[config.mk]
export PLATFORM = sky130hd
export DESIGN_NAME = windowed_sample_rate_estimator
export DESIGN_NICKNAME = d
export VERILOG_FILES = /design/src/sv/wsre_pkg.sv /design/src/sv/wsre_divider.sv /design/src/sv/wsre_ring.sv /design/src/sv/windowed_sample_rate_estimator.sv
export SDC_FILE = /design/constraint.sdc
export NUM_CORES = 2
export LEC_CHECK = 0
export ABC_AREA = 0
export CAP_MARGIN = 20
export CORE_ASPECT_RATIO = 0.5
export CORE_MARGIN = 2
export CORE_UTILIZATION = 50
export CTS_BUF_LIST = sky130_fd_sc_hd__clkbuf_8
export DETAILED_ROUTE_END_ITERATION = 16
export DONT_BUFFER_PORTS = 1
export GPL_ROUTABILITY_DRIVEN = 0
export GPL_TIMING_DRIVEN = 0
export PLACE_DENSITY = 0.66
export SYNTH_ARGS = -nofsm -noshare
export SYNTH_HDL_FRONTEND = slang
export SYNTH_HIERARCHICAL = 1
export SYNTH_SLANG_ARGS = --single-unit
[constraint.sdc]
create_clock -name clk -period 9.4 [get_ports clk]
set_input_delay 1.41 -clock clk [delete_from_list [all_inputs] [get_ports clk]]
set_output_delay 1.41 -clock clk [all_outputs]
set_load 0.1 [all_outputs]
[src/sv/wsre_pkg.sv]
// Shared types and constants of the windowed sample rate estimator.
package wsre_pkg;

  localparam int RATE_W = 48;

  // One measurement word.
  typedef struct packed {
    logic [31:0] elapsed_ticks;
    logic [31:0] sample_count;
    logic [17:0] nominal_rate_hz;
  } meas_word_t;

  // One rate word.
  typedef struct packed {
    logic [47:0] rate_fraction;
    logic [1:0]  rate_source;
  } rate_word_t;

  // Codes of the rate_source field.
  localparam logic [1:0] SRC_STOPPED  = 2'd0;
  localparam logic [1:0] SRC_NOMINAL  = 2'd1;
  localparam logic [1:0] SRC_MEASURED = 2'd2;

  // Register index of the reference clock register and its reset value.
  localparam logic [0:0]  REG_REF_CLOCK   = 1'b0;
  localparam logic [31:0] REF_CLOCK_RESET = 32'd100000000;

  // Saturated value of the rate field.
  localparam logic [RATE_W-1:0] RATE_MAX = '1;

  // Control of the bucket ring from the sequencer.
  typedef struct packed {
    logic clear;
    logic read;
    logic roll;
  } ring_ctrl_t;

endpackage

[src/sv/wsre_divider.sv]
// Restoring fractional divider that yields one quotient bit per cycle.
module wsre_divider #(
  parameter int FRACTION_BITS = 48
) (
  input  logic                      clk,
  input  logic                      rst,
  input  logic                      start,
  input  logic [31:0]               num,
  input  logic [31:0]               den,
  output logic                      done,
  output logic [wsre_pkg::RATE_W-1:0] quotient
);
  import wsre_pkg::*;

  localparam int STEPS = 32 + FRACTION_BITS;
  localparam int CNT_W = $clog2(STEPS + 1);

  logic [31:0]       num_sh;
  logic [31:0]       den_r;
  logic [31:0]       rem;
  logic [RATE_W-1:0] quo;
  logic              ovf;
  logic              busy;
  logic [CNT_W-1:0]  cnt;

  logic [32:0] rem_sh;
  logic [33:0] diff;
  logic        ge;

  // One trial subtraction of the shifted remainder.
  always_comb begin
    rem_sh = {rem, num_sh[31]};
    diff   = {1'b0, rem_sh} - {2'b00, den_r};
    ge     = !diff[33];
  end

  // Iteration registers; a quotient that outgrows the field saturates.
  always_ff @(posedge clk) begin
    if (rst) begin
      busy <= 1'b0;
      done <= 1'b0;
      cnt  <= '0;
    end else begin
      done <= !start && busy && (cnt == CNT_W'(1));
      if (start) begin
        busy   <= 1'b1;
        cnt    <= CNT_W'(STEPS);
        num_sh <= num;
        den_r  <= den;
        rem    <= '0;
        quo    <= '0;
        ovf    <= (den == 32'd0);
      end else if (busy) begin
        num_sh <= {num_sh[30:0], 1'b0};
        rem    <= ge ? diff[31:0] : rem_sh[31:0];
        quo    <= {quo[RATE_W-2:0], ge};
        ovf    <= ovf | quo[RATE_W-1];
        cnt    <= cnt - CNT_W'(1);
        if (cnt == CNT_W'(1)) begin
          busy <= 1'b0;
        end
      end
    end
  end

  assign quotient = ovf ? RATE_MAX : quo;

endmodule

[src/sv/wsre_ring.sv]
// Ring of stored buckets with valid bits and running window totals.
module wsre_ring #(
  parameter int NUM_BUCKETS = 16
) (
  input  logic                 clk,
  input  logic                 rst,
  input  wsre_pkg::ring_ctrl_t ctrl,
  input  logic [31:0]          open_samples,
  input  logic [31:0]          open_ticks,
  output logic [31:0]          win_samples,
  output logic [31:0]          win_ticks
);
  import wsre_pkg::*;

  localparam int SLOT_W = $clog2(NUM_BUCKETS);

  logic [63:0]            mem [NUM_BUCKETS];
  logic [63:0]            rd_data;
  logic                   rd_valid;
  logic [SLOT_W-1:0]      slot;
  logic [NUM_BUCKETS-1:0] slot_valid;
  logic [31:0]            old_samples;
  logic [31:0]            old_ticks;

  // A slot never written since the last clear reads as zero.
  assign old_samples = rd_valid ? rd_data[63:32] : 32'd0;
  assign old_ticks   = rd_valid ? rd_data[31:0]  : 32'd0;

  // Bucket memory: read of the write slot ahead of a roll, then the write.
  always_ff @(posedge clk) begin
    if (ctrl.read) begin
      rd_data <= mem[slot];
    end
    if (ctrl.roll) begin
      mem[slot] <= {open_samples, open_ticks};
    end
  end

  // Slot pointer, valid bits and totals; totals wrap modulo 2^32.
  always_ff @(posedge clk) begin
    if (rst || ctrl.clear) begin
      slot        <= '0;
      slot_valid  <= '0;
      rd_valid    <= 1'b0;
      win_samples <= '0;
      win_ticks   <= '0;
    end else begin
      if (ctrl.read) begin
        rd_valid <= slot_valid[slot];
      end
      if (ctrl.roll) begin
        win_samples      <= win_samples - old_samples + open_samples;
        win_ticks        <= win_ticks - old_ticks + open_ticks;
        slot_valid[slot] <= 1'b1;
        if (slot == SLOT_W'(NUM_BUCKETS - 1)) begin
          slot <= '0;
        end else begin
          slot <= slot + SLOT_W'(1);
        end
      end
    end
  end

endmodule

[src/sv/windowed_sample_rate_estimator.sv]
// Top level of the windowed sample rate estimator: sequencer, registers and ports.
//
// A measurement word (elapsed ticks, sample count, nominal rate) enters on the
// meas channel and one rate word leaves on the rate channel for each of them.
// The rate is samples per reference tick with FRACTION_BITS fraction bits in a
// 48-bit field, saturating at all ones. A stopped word (nominal rate zero) goes
// straight to the load state and into the output register. Every other word
// runs the shared divider, one quotient bit per cycle. A word answered from the
// nominal rate starts it at acceptance; a measured word first passes the sum
// state, which sums the window, and starts it there. meas_ready is high only
// while the sequencer is idle, so one item is in work at a time: a new
// measurement is taken only once the last one is loaded.
// The rate word sits in an output register; a stalled receiver keeps it there
// while the next measurement is accepted and worked on, and that result waits
// in the sequencer until the register frees up.
// A reset clears the bucket ring, the open bucket and the last nominal rate and
// sets the reference clock register to 100000000. No clearing pass is needed:
// valid bits mark the stored buckets. The APB port writes and reads the
// reference clock register at any address with paddr[2] low and is always ready.
module windowed_sample_rate_estimator #(
  parameter int NUM_BUCKETS      = 16,
  parameter int ITEMS_PER_BUCKET = 16,
  parameter int FRACTION_BITS    = 48
) (
  input  logic                 clk,
  input  logic                 rst,
  input  logic                 meas_valid,
  output logic                 meas_ready,
  input  wsre_pkg::meas_word_t meas,
  output logic                 rate_valid,
  input  logic                 rate_ready,
  output wsre_pkg::rate_word_t rate,
  input  logic                 psel,
  input  logic                 penable,
  input  logic                 pwrite,
  input  logic [2:0]           paddr,
  input  logic [31:0]          pwdata,
  output logic [31:0]          prdata,
  output logic                 pready
);
  import wsre_pkg::*;

  localparam int ITEM_W = $clog2(ITEMS_PER_BUCKET + 1);

  typedef enum logic [2:0] {S_IDLE, S_SUM, S_ROLL, S_DIV, S_LOAD} state_t;

  state_t            state;
  logic [31:0]       ref_clock;
  logic [17:0]       last_nominal;
  logic [31:0]       open_samples;
  logic [31:0]       open_ticks;
  logic [ITEM_W-1:0] open_items;
  logic [ITEM_W-1:0] open_items_next;
  logic              roll_pending;
  rate_word_t        res;

  logic              meas_accept;
  logic              stopped;
  logic              rate_change;
  logic              zero_ticks;
  ring_ctrl_t        ring_ctrl;
  logic [31:0]       win_samples;
  logic [31:0]       win_ticks;
  logic              div_start;
  logic [31:0]       div_num;
  logic [31:0]       div_den;
  logic              div_done;
  logic [RATE_W-1:0] div_quotient;

  // Configuration port.
  assign pready = 1'b1;
  assign prdata = (paddr[2] == REG_REF_CLOCK) ? ref_clock : 32'd0;

  always_ff @(posedge clk) begin
    if (rst) begin
      ref_clock <= REF_CLOCK_RESET;
    end else if (psel && penable && pwrite && paddr[2] == REG_REF_CLOCK) begin
      ref_clock <= pwdata;
    end
  end

  // Decode of the incoming word.
  assign meas_ready      = (state == S_IDLE);
  assign meas_accept     = meas_valid && meas_ready;
  assign stopped         = (meas.nominal_rate_hz == 18'd0);
  assign rate_change     = (meas.nominal_rate_hz != last_nominal);
  assign zero_ticks      = (meas.elapsed_ticks == 32'd0);
  assign open_items_next = open_items + ITEM_W'(1);

  // Ring control: clear on a new nominal rate, fetch the slot ahead of a roll.
  assign ring_ctrl.clear = meas_accept && !stopped && rate_change;
  assign ring_ctrl.read  = meas_accept && !stopped && !rate_change && !zero_ticks;
  assign ring_ctrl.roll  = (state == S_ROLL);

  // Divider operands: nominal over reference clock, or window totals.
  assign div_start = (meas_accept && !stopped && (rate_change || zero_ticks)) ||
                     (state == S_SUM);
  assign div_num   = (state == S_SUM) ? open_samples + win_samples
                                      : {14'd0, meas.nominal_rate_hz};
  assign div_den   = (state == S_SUM) ? open_ticks + win_ticks : ref_clock;

  wsre_divider #(
    .FRACTION_BITS(FRACTION_BITS)
  ) u_divider (
    .clk     (clk),
    .rst     (rst),
    .start   (div_start),
    .num     (div_num),
    .den     (div_den),
    .done    (div_done),
    .quotient(div_quotient)
  );

  wsre_ring #(
    .NUM_BUCKETS(NUM_BUCKETS)
  ) u_ring (
    .clk         (clk),
    .rst         (rst),
    .ctrl        (ring_ctrl),
    .open_samples(open_samples),
    .open_ticks  (open_ticks),
    .win_samples (win_samples),
    .win_ticks   (win_ticks)
  );

  // Sequencer with the open bucket and the output register.
  always_ff @(posedge clk) begin
    if (rst) begin
      state        <= S_IDLE;
      rate_valid   <= 1'b0;
      last_nominal <= '0;
      open_samples <= '0;
      open_ticks   <= '0;
      open_items   <= '0;
      roll_pending <= 1'b0;
    end else begin
      // The output register empties when its word is taken and none replaces it.
      if (rate_valid && rate_ready && state != S_LOAD) begin
        rate_valid <= 1'b0;
      end
      unique case (state)
        S_IDLE: begin
          if (meas_accept) begin
            if (stopped) begin
              res.rate_fraction <= '0;
              res.rate_source   <= SRC_STOPPED;
              state             <= S_LOAD;
            end else if (rate_change) begin
              last_nominal    <= meas.nominal_rate_hz;
              open_samples    <= '0;
              open_ticks      <= '0;
              open_items      <= '0;
              roll_pending    <= 1'b0;
              res.rate_source <= SRC_NOMINAL;
              state           <= S_DIV;
            end else if (zero_ticks) begin
              res.rate_source <= SRC_NOMINAL;
              state           <= S_DIV;
            end else begin
              open_samples    <= open_samples + meas.sample_count;
              open_ticks      <= open_ticks + meas.elapsed_ticks;
              open_items      <= open_items_next;
              roll_pending    <= (open_items_next == ITEM_W'(ITEMS_PER_BUCKET));
              res.rate_source <= SRC_MEASURED;
              state           <= S_SUM;
            end
          end
        end
        S_SUM: begin
          state <= roll_pending ? S_ROLL : S_DIV;
        end
        S_ROLL: begin
          // The ring takes the open bucket in this cycle.
          open_samples <= '0;
          open_ticks   <= '0;
          open_items   <= '0;
          roll_pending <= 1'b0;
          state        <= S_DIV;
        end
        S_DIV: begin
          if (div_done) begin
            res.rate_fraction <= div_quotient;
            state             <= S_LOAD;
          end
        end
        S_LOAD: begin
          if (!rate_valid || rate_ready) begin
            rate       <= res;
            rate_valid <= 1'b1;
            state      <= S_IDLE;
          end
        end
        default: begin
          state <= S_IDLE;
        end
      endcase
    end
  end

endmodule
==> metrics.sh <==
WORST_HOLD_SLACK_NS=0.414
FINAL_PERIOD_DEMAND_OF_THE_WORST_PATH_NS=5.17
VIA_PER_INST=6.07
CTS.PATH.MAX_BUFFERS=3
CTS_INSERTED_BUFFERS=212
CRIT-REG2REG-CAPTURE='u_divider/den_r[6]$_DFFE_PP_'
CTS_CLK_PIN_SLEW_WORST_PATHS_NS=0.07
RATIO_OF_CELLS_WITH_DRIVE_ABOVE_1_IN_THE_FINAL_LAYOUT=0.165
GRT_START_MAX_NET_PINS=40
VIA_COUNT=45300
OUTCOME='completed'
POWER_DENSITY_nW_PER_UM2=213
POST-SYNTH-TOP-AREA-CELL='edfxtp_1'
POST_SYNTH_MOST_FREQUENT_CELLS='edfxtp_1 (1,333), inv_1 (344), mux4_2 (325)'
DRTANTENNAVIOLNETS=0
CELL_TYPES_WITH_THE_LARGEST_AREA_SHARE_AFTER_SYNTHESIS='edfxtp_1 (55%), mux4_2 (10%), dfxtp_1 (6.0%), ha_1 (3.9%), a21oi_1 (1.9%)'
NUMPORTBUFFERS=0
SYNTHCELLS=5087
MAXSLEWVIOLCOUNT=0
MAPPEDNETLISTAREA_UM2=72500
CELL_OCCURRING_MOST_OFTEN_ALONG_THE_WORST_TIMING_PATH='clkbuf_1'
CPLARGESTDELAYFAMILY='buffers and inverters'
INITIAL_UTILIZATION=0.505
DRC=0
DESIGN.FINAL.NETS=5785
CORE.ROWCOUNT=98
UTILIZATION=0.563
NUMBER_OF_ANTENNA_VIOLATIONS_AT_THE_FIRST_CHECK_IN_GLOBAL_ROUTING=19
WORSTREGTOREGCELLS=11
TIMING_WORST_SETUP_PATH_TYPE='flop to flop'
CP-END-KIND='flop'
CLK_LATENCY_NS=0.97
WIRELENGTH_MM=198
MOST_COMMON_CELL_IN_THE_SYNTHESIZED_NETLIST='edfxtp_1'
CRITICAL_PATH.MAX_FANOUT=22
NUMBER_OF_CLOCK_SINKS_SEEN_BY_CTS=1551
DRT_PASS1_ITERATIONS=6
GRT_USAGE=0.266
CTSHTREEMAXLEVEL=4
FMAX_MHz=193
CRIT_PATH_TOP_DELAY_CELL='clkbuf_1'
TIMING_STARTPOINT_OF_THE_CRITICAL_PATH='state[2]$_SDFFE_PP0P_'
IO-PIN-COUNT=209
PERIOD_SHARE=0.550
SYNTH_EDF_COUNT=1333
SETUP_VIOL=0
SYNTH.NET_COUNT=5506
CTS.HOLD.BUFFERS_ADDED=0
TRITONCTS_CLOCK_TREE='yes'
YS.WARNINGS.COUNT=6
WORST_HOLD_CLASS='flop to flop'
FLOORPLAN.DIE.WIDTH_UM=542
SYNTH-SEQ-AREA-SHARE=0.613
MAX-VDD-IR-DROP_uV=149
FRACTION_OF_SYNTHESIS_FLOPS_USING_AN_ASYNCHRONOUS_SET_OR_RESET_PIN=0
SLEW_HEADROOM=0.200
CTS_REPAIR_RESIZE_COUNT=0
CRIT_CELLS=11
CTS_POST_SETUP_BUFFERS_INSERTED=0
CTSROOTBUFFERMASTER='clkbuf_8'
HPWL_MM=136
CRIT_ARRIVAL_NS=5.81
GRT_OVERFLOW_TOTAL=0
SYNTH_TOP_AREA_FRAC=0.552
WORST_PIN_SLEW_NS=1.20
DIE_HEIGHT_UM=273
FP.COREAREA_UM2=143000
POST_SYNTH.CELL_AREA_AVG_UM2=14.2
SETUP.WORST_PATH.END='u_divider/den_r[6]$_DFFE_PP_'
CRIT_PATH_START_KIND='flop'
CPPEAKSTAGEDELAY_NS=0.72
FINCLKSKEW_NS=0.0690
TIMING.REG2REG.SETUP_SLACK_NS=4.23
DIE_AREA_UM2=148000
MAX_CAP_VIOL_COUNT=0
CP.BUFFERS_INVERTERS=8
STATIC_LEAKAGE_uW=0.0286
CP_CELL_SEQUENCE='clkbuf_1 > or3b_2 > clkbuf_1 > clkbuf_1 > clkbuf_1 > o31ai_1 > clkbuf_1 > inv_1 > clkbuf_1 > nor2_2 > buf_8'
YOSYSUNIQUECELLTYPES=106
SYNTH_TOP_FLOP_CELL='edfxtp_1'
WL_PER_CELL_UM=26.6
NUMBER_OF_GLOBAL_ROUTE_VIAS_BEFORE_REPAIR=44100
SETUP_REPAIR_AFTER_GLOBAL_ROUTING_MISSED_ITS_MARGIN='false'
SYNTH.FF_LATCH_COUNT=1551
AREA_GROWTH_PCT=11.4
GRT_FIRST_PASS_WIRELENGTH_MM=287
HOLD_VIOL_FINAL=0
WORSTPATHREQUIRED_NS=10.04
RR_STARTPOINT='state[2]$_SDFFE_PP0P_'
DETAIL_ROUTE.ITER0.VIOLATIONS=5172
-- layer usage --
metal	track usage	routed length, µm	up-vias
met5	0	114	-
met4	0.0838	5400	10
met3	0.0570	18500	332
met2	0.424	92600	2162
met1	0.367	81500	23000
li1	-	-	19800
-- registers in the layout, indices dropped and copies added, names as in the netlist, 48 cells and up --
register        cells
u_ring/mem       1024
u_divider/quo      48
res                50
u_ring/rd_data     64
rate               50
-- worst reg2reg max path, stage by stage (launching register included) --
cell and delay [ns]:
dfxtp_1 0.30, clkbuf_1 0.21, or3b_2 0.60, clkbuf_1 0.27
clkbuf_1 0.32, clkbuf_1 0.48, o31ai_1 0.20, clkbuf_1 0.72
inv_1 0.44, clkbuf_1 0.44, nor2_2 0.59, buf_8 0.27
-- worst min-delay path by stage --
stage	slack, ns	from	to	depth (start not counted)
6_report	0.41	res[37]$_DFFE_PP_	rate[37]$_DFFE_PP_	0
5_1_grt	0.42	res[20]$_DFFE_PP_	rate[20]$_DFFE_PP_	0
4_1_cts	0.42	res[47]$_DFFE_PP_	rate[47]$_DFFE_PP_	0
3_5_place_dp	0.40	res[11]$_DFFE_PP_	rate[11]$_DFFE_PP_	0
3_3_place_gp	0.40	res[12]$_DFFE_PP_	rate[12]$_DFFE_PP_	0
2_1_floorplan	0.40	res[0]$_SDFFCE_PP0P_	rate[0]$_DFFE_PP_	0
-- cell usage in the layout (no fill, tap or decap), types with 32 or more instances in the layout --
cell / Yosys / routed
nand2_1: 307 / 307
nor2b_2: 0 / 32
a21o_1: 93 / 93
a22oi_1: 34 / 34
fa_1: 67 / 67
clkinv_1: 0 / 50
nand3_1: 75 / 75
dfxtp_1: 218 / 218
mux4_2: 325 / 325
clkbuf_1: 156 / 156
mux2i_1: 78 / 78
buf_2: 43 / 43
and2_1: 139 / 123
inv_1: 344 / 402
nor2b_1: 98 / 66
o21a_1: 37 / 37
edfxtp_1: 1333 / 1333
clkbuf_8: 0 / 229
or2_2: 56 / 56
xor2_1: 86 / 86
o21ai_0: 161 / 161
nor3_1: 46 / 44
ha_1: 228 / 228
xnor2_1: 129 / 129
nor2_1: 286 / 283
a21oi_1: 268 / 267
mux2_2: 34 / 34
-- stage by stage --
step                      cell area (µm²)  power, µW  std cells  worst slack, ns  setup TNS (ns)
final                               80700      17200       7460             4.23               0
after global routing                80700      18000       7459             3.94               0
after CTS                           80600      17200       7444             4.33               0
after detailed placement            76100      11800       7045             3.47               0
after global placement              74800      11700       6987            -3.09         -245.46
after floorplan                     72500      10900       5087             2.04               0
-- power by group --
part	internal [µW]	switching (µW)	total, µW
registers	7620	131	7750
logic	1650	2400	4050
clock network	2720	2710	5430
total	12000	5240	17200
-- kinds of logic (layout without fill, tap and decap cells) --
| family | after synthesis | count (layout) | synth area share |
|---|---|---|---|
| other | 1 | 10 | 0.0000518 |
| AOI/OAI and AO/OA | 857 | 857 | 0.0760 |
| adders and majority gates | 295 | 295 | 0.0579 |
| and+or+nand+nor | 1171 | 1171 | 0.0800 |
| muxes | 437 | 437 | 0.117 |
| xor gates and xnor gates | 215 | 215 | 0.0260 |
| DFF | 1551 | 1551 | 0.613 |
| buffers and inverters | 560 | 1024 | 0.0303 |
-- layout make-up --
| cell class | instances | area (µm²) |
|---|---|---|
| Antenna cell | 9 | 22.5 |
| Fill cell | 11200 | 62600 |
| Tap cell | 1900 | 2380 |
| Clock buffer | 229 | 3150 |
| Multi-Input combinational cell | 2976 | 26000 |
| Sequential cell | 1551 | 44400 |
| Timing Repair Buffer | 65 | 1220 |
| Clock inverter | 170 | 1300 |
| Buffer | 215 | 900 |
| Inverter | 345 | 1290 |
Power figures use the tool's default switching activity.
